[config.mk]
export PLATFORM = sky130hd
export DESIGN_NAME = twiddle_param_tuner
export DESIGN_NICKNAME = d
export VERILOG_FILES = /design/src/hdl/tpt_pkg.sv /design/src/hdl/tpt_ctrl.sv /design/src/hdl/tpt_datapath.sv /design/src/hdl/twiddle_param_tuner.sv
export SDC_FILE = /design/constraint.sdc
export NUM_CORES = 2
export LEC_CHECK = 0
export CAP_MARGIN = 20
export CORE_AREA = 4 4 295 268
export DETAILED_ROUTE_END_ITERATION = 6
export DIE_AREA = 0 0 299 272
export DONT_BUFFER_PORTS = 1
export GPL_TIMING_DRIVEN = 0
export PLACE_DENSITY_LB_ADDON = 0.15
export SLEW_MARGIN = 0
export SYNTH_ARGS = -nofsm -noshare
export SYNTH_HDL_FRONTEND = slang
export SYNTH_SLANG_ARGS = --single-unit
export TNS_END_PERCENT = 30
[constraint.sdc]
create_clock -name clk -period 16.6 [get_ports clk]
set_clock_uncertainty 0.2 [all_clocks]
set_input_delay 1.66 -clock clk [delete_from_list [all_inputs] [get_ports clk]]
set_output_delay 1.66 -clock clk [all_outputs]
set_load 0.05 [all_outputs]
[src/hdl/tpt_pkg.sv]
// shared types and constants for the twiddle parameter tuner
`timescale 1ns / 1ps
`default_nettype none

package tpt_pkg;

  localparam int TUNED_PARAMS = 3;
  localparam int NUM_SLOTS    = 3;
  localparam int IDX_W        = 2;
  localparam int DATA_W       = 32;
  localparam int STEP_W       = 31;
  localparam int FACTOR_W     = 17;
  localparam int FRAC_W       = 16;
  localparam int PROD_W       = STEP_W + FACTOR_W;
  localparam int SUM_W        = DATA_W + 1;
  localparam int CFG_IDX_W    = 3;

  localparam logic [FACTOR_W-1:0] GROW_Q16   = FACTOR_W'(72090);
  localparam logic [FACTOR_W-1:0] SHRINK_Q16 = FACTOR_W'(58982);

  localparam logic [DATA_W-1:0] TOL_RESET  = DATA_W'(13107);
  localparam logic [STEP_W-1:0] STEP_RESET = STEP_W'(65536);

  localparam logic [CFG_IDX_W-1:0] CFG_TOLERANCE    = CFG_IDX_W'(0);
  localparam logic [CFG_IDX_W-1:0] CFG_INIT_PARAM_0 = CFG_IDX_W'(1);
  localparam logic [CFG_IDX_W-1:0] CFG_INIT_PARAM_1 = CFG_IDX_W'(2);
  localparam logic [CFG_IDX_W-1:0] CFG_INIT_PARAM_2 = CFG_IDX_W'(3);
  localparam logic [CFG_IDX_W-1:0] CFG_INIT_STEP_0  = CFG_IDX_W'(4);
  localparam logic [CFG_IDX_W-1:0] CFG_INIT_STEP_1  = CFG_IDX_W'(5);
  localparam logic [CFG_IDX_W-1:0] CFG_INIT_STEP_2  = CFG_IDX_W'(6);

  typedef enum logic [3:0] {
    PH_INIT,
    PH_CHECK_TOL,
    PH_NEXT,
    PH_INC,
    PH_CHECK_INC,
    PH_GROW_INC,
    PH_DEC,
    PH_CHECK_DEC,
    PH_SCALE_DEC,
    PH_DONE
  } phase_t;

  typedef struct packed {
    logic take_err;
    logic load_init;
    logic set_best;
    logic clr_index;
    logic inc_index;
    logic param_add;
    logic param_sub2;
    logic mul_en;
    logic mul_grow;
    logic write_step;
    logic emit;
    logic emit_done;
  } dp_cmd_t;

  typedef struct packed {
    logic tol_met;
    logic idx_end;
    logic improved;
  } dp_status_t;

endpackage

`default_nettype wire

[src/hdl/tpt_ctrl.sv]
// phase sequencer and handshake control for the twiddle tuner
`timescale 1ns / 1ps
`default_nettype none

module tpt_ctrl import tpt_pkg::*; (
  input  logic       clk,
  input  logic       rst_n,
  input  logic       in_valid,
  output logic       in_stall,
  output logic       out_valid,
  input  logic       out_stall,
  input  dp_status_t status,
  output dp_cmd_t    cmd
);

  phase_t state_r, state_nxt;
  logic   busy_r, busy_nxt;
  logic   out_valid_r, out_valid_nxt;
  logic   out_free;

  assign out_free  = ~out_valid_r | ~out_stall;
  assign in_stall  = busy_r;
  assign out_valid = out_valid_r;

  always_ff @(posedge clk) begin
    if (!rst_n) begin
      state_r     <= PH_INIT;
      busy_r      <= 1'b0;
      out_valid_r <= 1'b0;
    end else begin
      state_r     <= state_nxt;
      busy_r      <= busy_nxt;
      out_valid_r <= out_valid_nxt;
    end
  end

  always_comb begin
    state_nxt = state_r;
    if (busy_r) begin
      unique case (state_r)
        PH_INIT:      state_nxt = PH_CHECK_TOL;
        PH_CHECK_TOL: state_nxt = status.tol_met ? PH_DONE : PH_NEXT;
        PH_NEXT:      state_nxt = status.idx_end ? PH_CHECK_TOL : PH_INC;
        PH_INC:       state_nxt = out_free ? PH_CHECK_INC : PH_INC;
        PH_CHECK_INC: state_nxt = status.improved ? PH_GROW_INC : PH_DEC;
        PH_GROW_INC:  state_nxt = PH_NEXT;
        PH_DEC:       state_nxt = out_free ? PH_CHECK_DEC : PH_DEC;
        PH_CHECK_DEC: state_nxt = PH_SCALE_DEC;
        PH_SCALE_DEC: state_nxt = PH_NEXT;
        PH_DONE:      state_nxt = PH_DONE;
        default:      state_nxt = PH_INIT;
      endcase
    end
  end

  always_comb begin
    logic finish;
    finish        = 1'b0;
    cmd           = '0;
    cmd.take_err  = in_valid & ~busy_r;
    if (busy_r) begin
      unique case (state_r)
        PH_INIT: cmd.load_init = 1'b1;
        PH_CHECK_TOL: cmd.clr_index = ~status.tol_met;
        PH_INC: begin
          cmd.param_add = out_free;
          cmd.emit      = out_free;
          finish        = out_free;
        end
        PH_CHECK_INC: begin
          cmd.set_best = status.improved;
          cmd.mul_en   = status.improved;
          cmd.mul_grow = 1'b1;
        end
        PH_DEC: begin
          cmd.param_sub2 = out_free;
          cmd.emit       = out_free;
          finish         = out_free;
        end
        PH_CHECK_DEC: begin
          cmd.set_best  = status.improved;
          cmd.param_add = ~status.improved;
          cmd.mul_en    = 1'b1;
          cmd.mul_grow  = status.improved;
        end
        PH_GROW_INC, PH_SCALE_DEC: begin
          cmd.write_step = 1'b1;
          cmd.inc_index  = 1'b1;
        end
        PH_NEXT: ;
        PH_DONE: begin
          cmd.emit      = out_free;
          cmd.emit_done = 1'b1;
          finish        = out_free;
        end
        default: ;
      endcase
    end
    busy_nxt      = busy_r ? ~finish : cmd.take_err;
    out_valid_nxt = finish | (out_valid_r & out_stall);
  end

endmodule

`default_nettype wire

[src/hdl/tpt_datapath.sv]
// parameter, step and error registers with their arithmetic for the twiddle tuner
`timescale 1ns / 1ps
`default_nettype none

module tpt_datapath import tpt_pkg::*; (
  input  logic                     clk,
  input  logic                     rst_n,
  input  logic                     cfg_we,
  input  logic [CFG_IDX_W-1:0]     cfg_index,
  input  logic [DATA_W-1:0]        cfg_wdata,
  input  logic [DATA_W-1:0]        in_error_value,
  input  dp_cmd_t                  cmd,
  output dp_status_t               status,
  output logic signed [DATA_W-1:0] out_param_out_0,
  output logic signed [DATA_W-1:0] out_param_out_1,
  output logic signed [DATA_W-1:0] out_param_out_2,
  output logic [DATA_W-1:0]        out_best_error_out,
  output logic                     out_tuning_done
);

  localparam logic [DATA_W-1:0] PARAM_MAX = {1'b0, {(DATA_W-1){1'b1}}};
  localparam logic [DATA_W-1:0] PARAM_MIN = {1'b1, {(DATA_W-1){1'b0}}};

  logic [DATA_W-1:0] tol_r;
  logic [DATA_W-1:0] init_param_r [NUM_SLOTS];
  logic [STEP_W-1:0] init_step_r  [NUM_SLOTS];

  logic [DATA_W-1:0] param_r [NUM_SLOTS];
  logic [DATA_W-1:0] param_nxt [NUM_SLOTS];
  logic [STEP_W-1:0] step_r [NUM_SLOTS];
  logic [STEP_W-1:0] step_nxt [NUM_SLOTS];
  logic [DATA_W-1:0] best_r, best_nxt;
  logic [DATA_W-1:0] err_r;
  logic [IDX_W-1:0]  idx_r, idx_nxt;
  logic [PROD_W-1:0] prod_r;

  logic [DATA_W-1:0] out_param_r [NUM_SLOTS];
  logic [DATA_W-1:0] out_best_r;
  logic              out_done_r;

  logic [IDX_W-1:0]    sel_idx;
  logic [STEP_W-1:0]   cur_step;
  logic [DATA_W-1:0]   cur_param;
  logic [DATA_W+1:0]   step_ext;
  logic [DATA_W+1:0]   delta;
  logic [DATA_W+1:0]   param_sum;
  logic [DATA_W-1:0]   param_upd;
  logic [STEP_W-1:0]   scaled_step;
  logic [FACTOR_W-1:0] factor;
  logic [SUM_W-1:0]    step_total;

  always_ff @(posedge clk) begin
    if (!rst_n) begin
      tol_r <= TOL_RESET;
      for (int k = 0; k < NUM_SLOTS; k++) begin
        init_param_r[k] <= '0;
        init_step_r[k]  <= STEP_RESET;
      end
    end else if (cfg_we) begin
      unique case (cfg_index)
        CFG_TOLERANCE:    tol_r           <= cfg_wdata;
        CFG_INIT_PARAM_0: init_param_r[0] <= cfg_wdata;
        CFG_INIT_PARAM_1: init_param_r[1] <= cfg_wdata;
        CFG_INIT_PARAM_2: init_param_r[2] <= cfg_wdata;
        CFG_INIT_STEP_0:  init_step_r[0]  <= cfg_wdata[STEP_W-1:0];
        CFG_INIT_STEP_1:  init_step_r[1]  <= cfg_wdata[STEP_W-1:0];
        CFG_INIT_STEP_2:  init_step_r[2]  <= cfg_wdata[STEP_W-1:0];
        default: ;
      endcase
    end
  end

  always_ff @(posedge clk) begin
    if (cmd.take_err) begin
      err_r <= in_error_value;
    end
    if (cmd.mul_en) begin
      prod_r <= PROD_W'(cur_step) * PROD_W'(factor);
    end
  end

  assign sel_idx   = (idx_r < IDX_W'(TUNED_PARAMS)) ? idx_r : '0;
  assign cur_step  = step_r[sel_idx];
  assign cur_param = param_r[sel_idx];
  assign factor    = cmd.mul_grow ? GROW_Q16 : SHRINK_Q16;

  // exact add of +d or -2d, then clamp to the signed range
  assign step_ext  = (DATA_W+2)'(cur_step);
  assign delta     = cmd.param_add ? step_ext : -(step_ext << 1);
  assign param_sum = {{2{cur_param[DATA_W-1]}}, cur_param} + delta;

  always_comb begin
    if (param_sum[DATA_W+1:DATA_W-1] == '0 || param_sum[DATA_W+1:DATA_W-1] == '1) begin
      param_upd = param_sum[DATA_W-1:0];
    end else if (param_sum[DATA_W+1]) begin
      param_upd = PARAM_MIN;
    end else begin
      param_upd = PARAM_MAX;
    end
  end

  // q1.16 scale, truncated, clamped to the step range
  assign scaled_step = prod_r[PROD_W-1] ? '1 : prod_r[PROD_W-2:FRAC_W];

  always_comb begin
    step_total = '0;
    for (int k = 0; k < TUNED_PARAMS; k++) begin
      step_total = step_total + SUM_W'(step_r[k]);
    end
  end

  assign status.tol_met  = step_total <= SUM_W'(tol_r);
  assign status.idx_end  = idx_r >= IDX_W'(TUNED_PARAMS);
  assign status.improved = err_r < best_r;

  always_comb begin
    param_nxt = param_r;
    step_nxt  = step_r;
    best_nxt  = best_r;
    idx_nxt   = idx_r;
    if (cmd.load_init) begin
      for (int k = 0; k < NUM_SLOTS; k++) begin
        param_nxt[k] = init_param_r[k];
        step_nxt[k]  = init_step_r[k];
      end
      best_nxt = err_r;
    end
    if (cmd.set_best) begin
      best_nxt = err_r;
    end
    if (cmd.param_add || cmd.param_sub2) begin
      param_nxt[sel_idx] = param_upd;
    end
    if (cmd.write_step) begin
      step_nxt[sel_idx] = scaled_step;
    end
    if (cmd.clr_index) begin
      idx_nxt = '0;
    end else if (cmd.inc_index) begin
      idx_nxt = idx_r + IDX_W'(1);
    end
  end

  always_ff @(posedge clk) begin
    if (!rst_n) begin
      for (int k = 0; k < NUM_SLOTS; k++) begin
        param_r[k] <= '0;
        step_r[k]  <= STEP_RESET;
      end
      best_r     <= '0;
      idx_r      <= '0;
      out_done_r <= 1'b0;
    end else begin
      param_r <= param_nxt;
      step_r  <= step_nxt;
      best_r  <= best_nxt;
      idx_r   <= idx_nxt;
      if (cmd.emit) begin
        out_done_r <= cmd.emit_done;
      end
    end
  end

  always_ff @(posedge clk) begin
    if (cmd.emit) begin
      out_param_r <= param_nxt;
      out_best_r  <= best_r;
    end
  end

  assign out_param_out_0    = out_param_r[0];
  assign out_param_out_1    = out_param_r[1];
  assign out_param_out_2    = out_param_r[2];
  assign out_best_error_out = out_best_r;
  assign out_tuning_done    = out_done_r;

endmodule

`default_nettype wire

[src/hdl/twiddle_param_tuner.sv]
// top level of the twiddle coordinate-descent tuner
//
//   channel  direction  handshake            payload
//   in       input      in_valid / in_stall  in_error_value
//   out      output     out_valid / out_stall param_out_0..2, best_error_out, tuning_done
//   cfg      input      cfg_we               cfg_index, cfg_wdata
//
// one error item gives one result after a walk through the phases, the
// longest walk being a step update through the registered multiplier
// followed by a tolerance recheck
// rst_n is synchronous; after reset the first item reloads params and steps
// in_stall is high from an input transfer until its result is loaded
// a result waiting on out_stall holds the walk at the measuring phase
`timescale 1ns / 1ps
`default_nettype none

module twiddle_param_tuner import tpt_pkg::*; (
  input  logic                     clk,
  input  logic                     rst_n,
  input  logic                     cfg_we,
  input  logic [CFG_IDX_W-1:0]     cfg_index,
  input  logic [DATA_W-1:0]        cfg_wdata,
  input  logic                     in_valid,
  output logic                     in_stall,
  input  logic [DATA_W-1:0]        in_error_value,
  output logic                     out_valid,
  input  logic                     out_stall,
  output logic signed [DATA_W-1:0] out_param_out_0,
  output logic signed [DATA_W-1:0] out_param_out_1,
  output logic signed [DATA_W-1:0] out_param_out_2,
  output logic [DATA_W-1:0]        out_best_error_out,
  output logic                     out_tuning_done
);

  dp_cmd_t    cmd;
  dp_status_t status;

  tpt_ctrl u_ctrl (
    .clk       (clk),
    .rst_n     (rst_n),
    .in_valid  (in_valid),
    .in_stall  (in_stall),
    .out_valid (out_valid),
    .out_stall (out_stall),
    .status    (status),
    .cmd       (cmd)
  );

  tpt_datapath u_dp (
    .clk                (clk),
    .rst_n              (rst_n),
    .cfg_we             (cfg_we),
    .cfg_index          (cfg_index),
    .cfg_wdata          (cfg_wdata),
    .in_error_value     (in_error_value),
    .cmd                (cmd),
    .status             (status),
    .out_param_out_0    (out_param_out_0),
    .out_param_out_1    (out_param_out_1),
    .out_param_out_2    (out_param_out_2),
    .out_best_error_out (out_best_error_out),
    .out_tuning_done    (out_tuning_done)
  );

endmodule

`default_nettype wire

# Yosys cells after proc, flatten, opt, wreduce, memory -nomap -nowiden
# Memory sizes are Yosys's and may differ from the RTL's.
# Index checks and enable logic that the tools add are counted.
[totals]
regBits = 470
mem_bits_rw = 189
in_bits = 72
word_cells = 152
n_memories = 2
[memory_table]
columns = ["name", "words", "word_bits", "rd", "rd_clocked_by_memory_dff", "wr", "line_no", "source"]
rows = [
  ["u_dp.init_param_r", 3, 32, 3, 0, 3, "tpt_datapath.sv:25", "logic [DATA_W-1:0] init_param_r [NUM_SLOTS];"],
  ["u_dp.init_step_r", 3, 31, 3, 0, 3, "tpt_datapath.sv:26", "logic [STEP_W-1:0] init_step_r [NUM_SLOTS];"],
]
[op_classes]
addsub = 5
multipliers = 1
n_lt_le_gt_ge = 6
n_eq_ne = 16
mux = 73
bitwise_logic = 18
reduce_logical = 12
[op_table]
columns = ["cell", "count"]
rows = [
  ["$mux W32", 10],
  ["$mux W31", 7],
  ["$mux W96", 2],
  ["$mux W93", 2],
  ["$bwmux W96", 1],
  ["$bwmux W93", 1],
  ["$bmux W32 S2", 1],
  ["$demux W32 S2", 1],
  ["$bmux W31 S2", 1],
  ["$demux W31 S2", 1],
  ["$mul A31 B17 Y48", 1],
  ["$pmux W4 S9", 1],
  ["$mux W1", 35],
  ["$add A34 B34 Y34", 1],
  ["$mux W34", 1],
  ["$neg A32 Y34", 1],
  ["$add A33 B31 Y33", 1],
  ["$le A33 B32 Y1", 1],
  ["$add A31 B31 Y32", 1],
  ["$lt A32 B32 Y1", 1],
  ["$mux W17", 1],
  ["$eq A4 B3 Y1 const B", 4],
  ["$eq A3 B3 Y1 const B", 4],
  ["$mux W11", 1],
  ["other kinds (27)", 50],
]

# Depth between registers and ports, before layout
[depth]
ltp_word = 14
mapped_depth = 38
depth_no_buf = 37

# Modules after synthesis
# Synthesis repeated with hierarchy kept, for this count alone.
[hier_totals]
hier_cells = 4187
hier_area_um2 = 44267.5
[modules_own_cells]
columns = ["mod", "n_inst", "cells_each", "area_per_inst_um2", "seq_area_each_um2"]
rows = [
  ["tpt_datapath", 1, 4109, 43709.4, 16565.9],
  ["tpt_ctrl", 1, 78, 558.0, 120.1],
]

# Worst setup path after synthesis
# OpenSTA, ideal clock, no wires.
[synth_path]
path_type = "reg2reg"
startpoint = "register u_dp.err_r[22]"
endpoint = "register u_dp.prod_r[41] (data pin)"
setup_ps = 263
arrival_ps = 8291
required_time_ps = 16137
path_slack_ps = 7846
stages_incl_launch_ff = 35
n_path_buf = 2
synth_period_minus_slack_ps = 8754
cell_sequence = "edfxtp_1 > ha_1 > a41o_1 > a21oi_1 > o21ai_0 > nor3_1 > nand2_1 > nor2_1 > nor2_1 > nor2_1 > clkbuf_1 > buf_1 > nor2_1 > fa_1 > inv_1 > fa_1 > fa_1 > inv_1 > fa_1 > fa_1 > inv_1 > fa_1 > inv_1 > ha_1 > a21o_1 > a21o_1 > a21o_1 > a221o_1 > a32o_1 > a31oi_1 > o211ai_1 > a21boi_1 > o21ai_0 > a21oi_1 > xnor2_1"
[synth_via]
elab_chain_cells = 5
[synth_rtl]
columns = ["element", "line_no", "source"]
rows = [
  ["from (decl)", "tpt_datapath.sv:33", "logic [DATA_W-1:0] err_r;"],
  ["from (signal assigned)", "tpt_datapath.sv:75", "err_r <= in_error_value;"],
  ["$lt A32 B32 Y1", "tpt_datapath.sv:114", "assign status.improved = err_r < best_r;"],
  ["$pmux W2 S2", "tpt_ctrl.sv:62", "unique case (state_r)"],
  ["$mux W11", "tpt_ctrl.sv:61", "if (busy_r) begin"],
  ["$mux W17", "tpt_datapath.sv:85", "assign factor = cmd.mul_grow ? GROW_Q16 : SHRINK_Q16;"],
  ["$mul A31 B17 Y48", "tpt_datapath.sv:78", "prod_r <= PROD_W'(cur_step) * PROD_W'(factor);"],
  ["to (signal assigned)", "tpt_datapath.sv:78", ""],
  ["to (decl)", "tpt_datapath.sv:35", "logic [PROD_W-1:0] prod_r;"],
]
# No other way between the ends.
# A chain may end at the register's enable or synchronous reset.

# Worst setup path after layout
[layout_path]
startpoint = "register u_dp.err_r[13]"
endpoint = "register u_dp.prod_r[41] (data pin)"
# Same word-level chain as after synthesis.

==> metrics.yaml <==
power:
  peakVddDrop_mv: 0.222
  power.density_nw_per_um2: 203
  power_mw: 10.0
  p_leak_nw: 21.6
clocking:
  cts_tree: "yes"
  path_clk_slew_ns: 0.06
  root_buffer: "clkbuf_16"
  cts_setup_buffers: 0
  clock_latency_ns: 0.64
  cts_buffers: 70
  cts_hold_buf: 0
  htreeDepth: 3
  cts_resized: 0
  cts_num_sinks: 643
  clockBufferDepth: 3
sta:
  fin_ws_ns: 4.31
  max_freq_mhz: 81.4
  setup_viol: 0
  finalSetupTns_ns: 0
  final-max-slew-violation-count: 0
  period_share_pct: 74.0
  max-slew-margin-rel_pct: 14.8
  worstMarginPinSlew_ns: 1.27
  finalHoldViolCount: 0
  fin_crit_ns: 12.29
  rsz0062_at_grt: "no"
setup_path:
  worst_path_most_repeated_cell: "fa_1"
  cpPeakStageDelay_ns: 0.73
  crit_path_start_kind: "register"
  required_ns: 16.77
  crit_fanout: 10
  worst_ep_arrival_time_ns: 12.46
  worst_setup_path_end_kind: "register"
  path_class: "register to register"
  slowest_stage: "buf_1"
global_route:
  antenna_found_initial: 21
  overflow: 0
  grt_pass1_vias: 35637
  grt_pass1_wl_um: 220000
  grt_max_degree: 38
  grt_usage_pct: 36.0
status:
  status: "finished clean"
synthesis:
  synth-seq-cells: 643
  async_flop_share_pct: 0
  ys_seq_area_share_pct: 36.8
  netlist_area_um2: 45300
  synth_ff_type: "edfxtp_1"
  synth_cells: 4698
  avgSynthCellArea_um2: 9.64
  synth_cell_types: 89
  synth_edf_count: 381
  ys_warn_count: 0
worst_hold_path:
  hold_path_class: "register to register"
drt:
  wl_um: 148000
  ant_nets: 0
  via_count: 36249
  viasPerCell: 6.13
  wire_per_inst_um: 25.0
  firstDrtPassIters: 6
  drt_first_iter_violations: 4289
  drc: 0
floorplanning:
  rows: 96
  dieArea_um2: 81300
  die_y_um: 272
  fp.coreArea_um2: 75900
  start_util_pct: 59.7
  die_w_um: 299
  io_pins: 203
placement:
  place_ws_ns: 4.75
  port_buffers: 0
  gp_congestion: 0.978
  dpl.hpwl_um: 115000
finish:
  nFillCells: 6323
  synthToLayoutAreaGrowth_pct: 9.11
  final_nets: 5542
  layout-drive-gt1-share_pct: 4.88
job:
  cap_violations: 0
Yosys cell counts, drive strengths merged, types with 7 or more instances:
library cell  instances  area (um2)
a211oi               14         105
a21boi               75         563
a21o                 78         586
a21oi               297        1640
a2bb2oi              13         145
a311oi               91         797
a31oi                20         125
and2                 84         528
and3                 15        93.8
and4                 10        87.6
buf                  39         310
clkbuf              205         769
dfxtp               262        5250
edfxtp              381       11400
fa                  313        6270
ha                  362        4530
inv                 585        2200
mux2i                66         664
nand2               805        3020
nand2b               28         175
nand3               130         651
nand4                25         163
nor2                146         548
nor2b                26         163
nor3                113         566
nor4                 13         133
o2111a               12         135
o211a                24         240
o211ai               19         143
o21a                 38         285
o21ai               149         753
o21bai               18         135
o31ai                 8        60.1
or3                   7        43.8
xnor2               111         980
xor2                 39         342
worst paths after layout:
path	endpoint	cells after the start	slack (ns)	start
max	u_dp.prod_r[41]	34	4.31	u_dp.err_r[13]
min reg2reg	u_dp.out_best_error_out[23]	0	0.25	u_dp.best_r[23]
min	u_dp.out_best_error_out[23]	0	0.25	u_dp.best_r[23]
max reg2reg	u_dp.prod_r[41]	34	4.31	u_dp.err_r[13]
where the power goes:
part	internal (mW)	switching [mW]	leakage (nW)	total, mW
sequential	2.01	0.126	5.74	2.14
clock	0.891	0.677	1.13	1.57
combinational	2.31	4.02	14.7	6.33
sequential cells by signal, indices dropped and copies added (netlist names):
| register | cells |
|---|---|
| u_dp.prod_r | 32 |
| u_dp.init_step_r | 93 |
| u_dp.out_param_out_2 | 32 |
| u_dp.tol_r | 32 |
| u_dp.err_r | 32 |
| u_ctrl.state_r | 4 |
| u_ctrl.in_stall | 1 |
| u_ctrl.out_valid | 1 |
| u_dp.param_r | 96 |
| u_dp.out_param_out_0 | 32 |
| u_dp.best_r | 32 |
| u_dp.out_param_out_1 | 32 |
| u_dp.idx_r | 2 |
| u_dp.out_tuning_done | 1 |
| u_dp.step_r | 93 |
| u_dp.out_best_error_out | 32 |
| u_dp.init_param_r | 96 |
worst max-delay path, delay by kind of cell (launching register included):
family                     cells  cell delay, ns
AOI/OAI and AO/OA             14            4.21
adders and majority gates      8            3.74
and+or+nand+nor                5            1.75
buffers and inverters          6            1.63
DFF                            1            0.40
xor gates and xnor gates       1            0.08
area by class of cell:
cell class | instances | area, um2 | share of cell area [%]
Antenna cell | 27 | 67.6 | 0.137
Buffer | 244 | 1080 | 2.18
Clock buffer | 98 | 2020 | 4.09
Clock inverter | 32 | 288 | 0.582
Inverter | 589 | 2210 | 4.47
Multi-Input combinational cell | 3226 | 25500 | 51.5
Sequential cell | 643 | 16700 | 33.8
Tap cell | 1029 | 1290 | 2.60
Timing Repair Buffer | 21 | 347 | 0.701
per-layer routing:
layer	wire [um]	up-vias	GRT usage [%]
met3	19000	371	10.5
met5	88	-	0
met4	6410	12	14.3
li1	-	16188	-
met1	59000	17564	50.4
met2	63100	2114	53.1
cells by family (layout without fill, tap and decap cells):
| family | after synthesis | in the layout | share of synthesized area (%) |
|---|---|---|---|
| buffers and inverters | 833 | 984 | 7.26 |
| adder cells (fa/ha/maj) | 675 | 675 | 23.8 |
| multiplexers | 68 | 68 | 1.52 |
| XOR/XNOR | 150 | 150 | 2.92 |
| other | 1 | 32 | 0.00828 |
| AO/OA/AOI/OAI | 912 | 912 | 13.8 |
| AND/OR/NAND/NOR | 1416 | 1416 | 13.9 |
| flip-flops | 643 | 643 | 36.8 |
layout by cell type, fill, tap and decap left out, types with 41 or more instances in the layout:
cell / instances
o21ai_0: 140
and2_1: 80
a21boi_1: 41
nand3_1: 130
dfxtp_1: 262
inv_1: 584
ha_1: 362
edfxtp_1: 381
nor2_1: 145
nand2_1: 805
a21oi_1: 257
mux2i_1: 65
a21o_1: 78
clkbuf_16: 73
clkbuf_1: 220
xnor2_1: 110
nor3_1: 113
fa_1: 313
a311oi_1: 91
stage by stage:
step           instance area [um2]  std cells  utilization, %  hold WS [ns]
2_1_floorplan                45300       4702               -         0.230
3_3_place_gp                 46600       5731            61.4         0.241
3_5_place_dp                 47000       5749            62.0         0.237
4_1_cts                      49300       5879            65.0         0.251
5_1_grt                      49400       5897            65.1         0.270
6_report                     49400       5909            65.1         0.252
Note: power is estimated with default switching activity, not from simulation.
